### src/gdd_pkg.sv
//------------------------------------------------------------------------------
// gdd_pkg
// Shared types and constants of the guitar distortion and delay chain.
//------------------------------------------------------------------------------
package gdd_pkg;

    localparam int SAMPLE_W = 16;
    localparam int STATE_W  = 24;
    localparam int ALPHA_Q15 = 27853;
    localparam int BETA_Q15  = 1638;
    localparam int CLIP_Q22  = 1677722;

    localparam logic [2:0] REG_OD_EN   = 3'd0;
    localparam logic [2:0] REG_DIST_EN = 3'd1;
    localparam logic [2:0] REG_DLY_EN  = 3'd2;
    localparam logic [2:0] REG_DLY_LEN = 3'd3;
    localparam logic [2:0] REG_MIX     = 3'd4;
    localparam logic [2:0] REG_FB      = 3'd5;

    // multiply request to the serial multiplier
    typedef struct packed {
        logic               start;
        logic signed [39:0] a;
        logic        [15:0] b;
    } mul_req_t;

    typedef struct packed {
        logic               done;
        logic signed [55:0] p;
    } mul_rsp_t;

    function automatic logic [14:0] tanh_lut(input logic [4:0] k);
        logic [14:0] v;
        begin
            case (k)
                5'd0:  v = 15'd0;
                5'd1:  v = 15'd9919;
                5'd2:  v = 15'd18173;
                5'd3:  v = 15'd24054;
                5'd4:  v = 15'd27797;
                5'd5:  v = 15'd30010;
                5'd6:  v = 15'd31262;
                5'd7:  v = 15'd31953;
                5'd8:  v = 15'd32329;
                5'd9:  v = 15'd32533;
                5'd10: v = 15'd32642;
                5'd11: v = 15'd32700;
                5'd12: v = 15'd32732;
                5'd13: v = 15'd32749;
                5'd14: v = 15'd32758;
                5'd15: v = 15'd32762;
                default: v = 15'd32765;
            endcase
            return v;
        end
    endfunction

endpackage

### src/gdd_serial_mul.sv
//------------------------------------------------------------------------------
// gdd_serial_mul
// Shift-and-add multiplier: signed 40-bit by unsigned 16-bit, one bit a cycle.
//------------------------------------------------------------------------------
module gdd_serial_mul (
    input  logic              aclk,
    input  logic              aresetn,
    input  gdd_pkg::mul_req_t req,
    output gdd_pkg::mul_rsp_t rsp
);

    logic               busy_reg, busy_next;
    logic [4:0]         cnt_reg, cnt_next;
    logic signed [55:0] acc_reg, acc_next;
    logic signed [55:0] mcand_reg, mcand_next;
    logic [15:0]        mplier_reg, mplier_next;
    logic               done_reg, done_next;

    always_comb begin
        busy_next   = busy_reg;
        cnt_next    = cnt_reg;
        acc_next    = acc_reg;
        mcand_next  = mcand_reg;
        mplier_next = mplier_reg;
        done_next   = 1'b0;
        if (req.start) begin
            busy_next   = 1'b1;
            cnt_next    = 5'd0;
            acc_next    = '0;
            mcand_next  = 56'(req.a);
            mplier_next = req.b;
        end else if (busy_reg) begin
            if (mplier_reg[0]) begin
                acc_next = acc_reg + mcand_reg;
            end
            mcand_next  = mcand_reg <<< 1;
            mplier_next = mplier_reg >> 1;
            cnt_next    = cnt_reg + 5'd1;
            if (cnt_reg == 5'd15) begin
                busy_next = 1'b0;
                done_next = 1'b1;
            end
        end
    end

    always_ff @(posedge aclk) begin
        if (!aresetn) begin
            busy_reg <= 1'b0;
            done_reg <= 1'b0;
            cnt_reg  <= '0;
        end else begin
            busy_reg <= busy_next;
            done_reg <= done_next;
            cnt_reg  <= cnt_next;
        end
        acc_reg    <= acc_next;
        mcand_reg  <= mcand_next;
        mplier_reg <= mplier_next;
    end

    assign rsp.done = done_reg;
    assign rsp.p    = acc_reg;

endmodule

### config.mk
export PLATFORM = sky130hd
export DESIGN_NAME = gdd_serial_mul
export DESIGN_NICKNAME = d
export VERILOG_FILES = /design/src/gdd_pkg.sv /design/src/gdd_serial_mul.sv
export SDC_FILE = /design/constraint.sdc
export NUM_CORES = 1
export LEC_CHECK = 0
export ABC_CLOCK_PERIOD_IN_PS = 4300
export BUFFER_PORTS_ARGS = -buffer_cell sky130_fd_sc_hd__buf_2
export CORE_MARGIN = 2
export CORE_UTILIZATION = 59
export DETAILED_ROUTE_END_ITERATION = 12
export HOLD_SLACK_MARGIN = 0.12
export PLACE_DENSITY = 0.9
export SLEW_MARGIN = 25
export SYNTH_ARGS = -nofsm -noshare
export SYNTH_HDL_FRONTEND = slang
export SYNTH_SLANG_ARGS = --single-unit
### constraint.sdc
create_clock -name aclk -period 4.3 [get_ports aclk]
set_input_delay 0.215 -clock aclk [delete_from_list [all_inputs] [get_ports aclk]]
set_output_delay 0.215 -clock aclk [all_outputs]
set_load 0.05 [all_outputs]
==> flow_summary.yaml <==
route:
  routedWlPerCell_um: 16.74
  ant_nets: 0
  wirelength_um: 20890
  vias_per_cell: 5.952
  drt_iter0_markers: 587
  vias: 7428
  drc: 0
  dr.pass1.iters: 5
clocking:
  clockBufferDepth: 2
  cts_setup_buffers: 0
  clk_pin_slew_ps: 60
  post_cts_resized: 0
  clockRootBuffer: "clkbuf_16"
  htreeDepth: 4
  cts_tree: "done"
  cts_hold_repair.buffers: 56
  cts_buffers: 17
  clkLatencyLatePin_ps: 430
  cts_sinks: 135
logic_synthesis:
  syn_area_um2: 8406
  synthArstFlopShare_pct: 0
  synth-edff-count: 72
  seq_area_frac_synth_pct: 40.73
  ys_warn_count: 0
  ys_ff_latch: 135
  synth.top_cell.area_share_pct: 25.72
  synth_nets: 1026
  netlist.top_cell.by_area: "edfxtp_1"
  synth-main-ff-cell: "edfxtp_1"
  syn_inst: 909
  synth.area.top_cells: "edfxtp_1 (26%), dfxtp_1 (15%), ha_1 (8.5%), mux2_2 (7.1%), nand2_1 (5.9%)"
  avgSynthCellArea_um2: 9.247
  yosys.cell_types.count: 68
cells_and_area:
  final_cell_area_um2: 10210
  fillCellCount: 1009
  stdcell_count: 1248
  area_growth_pct: 21.45
  diodes: 0
  final_common_cell: "nand2_1"
  layout_common_cells: "nand2_1 (132), buf_2 (114), a21oi_1 (98), edfxtp_1 (72), dfxtp_1 (63)"
  nets: 1172
  drive_above_1_share_pct: 20.32
die:
  start_util_pct: 60.56
  chipHeight_um: 123.4
  coreArea_um2: 13880
  core.rowCount: 43
  die_w_um: 123.4
  ios: 116
  die_area_um2: 15220
setup_path:
  worstRegToRegCells: 12
  critical_path_class: "reg2reg"
  arrival_ps: 3790
  endpoint_kind: "register"
  start_kind: "register"
  crit_required_ps: 4600
  worst-path-max-fanout: 4
pwr:
  power_density_nw_per_um2: 402.6
  power_uw: 4109
  ir_drop_mv: 0.2850
  power_leakage_uw: 0.004528
grt:
  grt_pass1_vias: 7018
  grt_max_degree: 82
  antenna_found_initial: 0
  grt.overflow.total: 0
  grt_use_total_pct: 28.10
  grt_pass1_wl_um: 33780
hold_path:
  whs_path_depth: 2
  worstHoldPathType: "in2reg"
placement:
  place_congestion: 0.9089
  dp_cells: 1160
  dpl_cell_area_um2: 9074
  place_ws_ps: 873.6
  dp_hpwl_um: 14220
  io_buffers: 115
job:
  max-cap-violations: 0
sta:
  slew-limit-headroom_pct: 38.47
  finClkSkew_ps: 9.006
  tns_ps: 0
  min_period_ps: 3487
  rsz0062_at_grt: "no"
  hold_viol: 0
  setup_violations: 0
  finalCritPeriodShare_pct: 81.09
  fmax_ghz: 0.2868
  drv_slew: 0
  worst_pin_slew_ps: 922.9
  fin_ws_ps: 813.0
run_status:
  status: "completed"
## Yosys cell counts (all sizes together), types with 2 or more instances
cell type and instances:
nor4b 4, inv 32, and3 8, nand2b 5
a41oi 2, a21bo 2, o211ai 4, a31oi 12
o221ai 3, and2 6, nand3 23, or3 5
nand2 133, o311ai 4, o211a 2, a211oi 8
a21o 35, o21bai 14, o21ai 49, nor4 3
xor2 20, a21oi 100, dfxtp 63, a21boi 4
clkbuf 40, xnor2 24, a311oi 2, nand4 17
mux2i 2, mux2 53, buf 9, nor3 14
ha 57, o21a 9, or4 2, a221oi 2
edfxtp 72, or2 3, o2111ai 2, nor2 42
## final timing paths
path                startpoint     endpoint  slack, ps
setup / recovery  mcand_reg[0]  acc_reg[46]        810
hold reg to reg    acc_reg[53]  acc_reg[53]        480
hold / removal         req[56]   acc_reg[9]        370
setup reg to reg  mcand_reg[0]  acc_reg[46]        810
## routing by layer
layer	track usage (%)	wire, um
met1	36.74	9169
met2	47.05	10090
met3	5.304	1339
met4	8.949	290
met5	0	0
## logic make-up after synthesis
| logic type | after synthesis | synth area share [%] |
|---|---|---|
| compound gates | 265 | 20.27 |
| xor+xnor | 44 | 4.585 |
| fa+ha+maj | 58 | 8.723 |
| buf+inv | 82 | 3.721 |
| flops | 135 | 40.73 |
| mux | 55 | 7.338 |
| simple gates | 270 | 14.63 |
## per-stage QoR
step	util (%)	hold WS, ps
3_5_place_dp	65.37	464.5
6_report	73.54	368.1
5_1_grt	73.54	411.5
3_3_place_gp	65.37	455.7
2_1_floorplan	-	368.8
4_1_cts	73.54	383.4
## worst max-delay path, cell delays in order, from the launching register on
cell      delay, ps
edfxtp_1        380
ha_1            230
fa_1            420
a21o_1          190
nand4_1         100
a21boi_1        110
a311oi_1        480
o21ai_1         240
a31oi_2         340
o21ai_1         220
a21boi_0        250
mux2i_1         290
nand2_1         100
## final cells by class
type	count	area [um^2]	share of cell area, %
clock inverters	12	127.6	1.250
clock buffers	20	446.7	4.376
repair buffers	176	1189	11.64
well taps	180	225.2	2.206
inverters	33	123.9	1.213
multi-input cells	692	4673	45.78
flip-flops and latches	135	3423	33.53
## power by group
group          switching, uW  leakage (uW)  internal (uW)  total, uW
combinational            688       0.00301            410       1100
clock                    560      0.000275            865       1430
sequential              88.9       0.00124           1500       1590
Power figures use the tool's default switching activity.
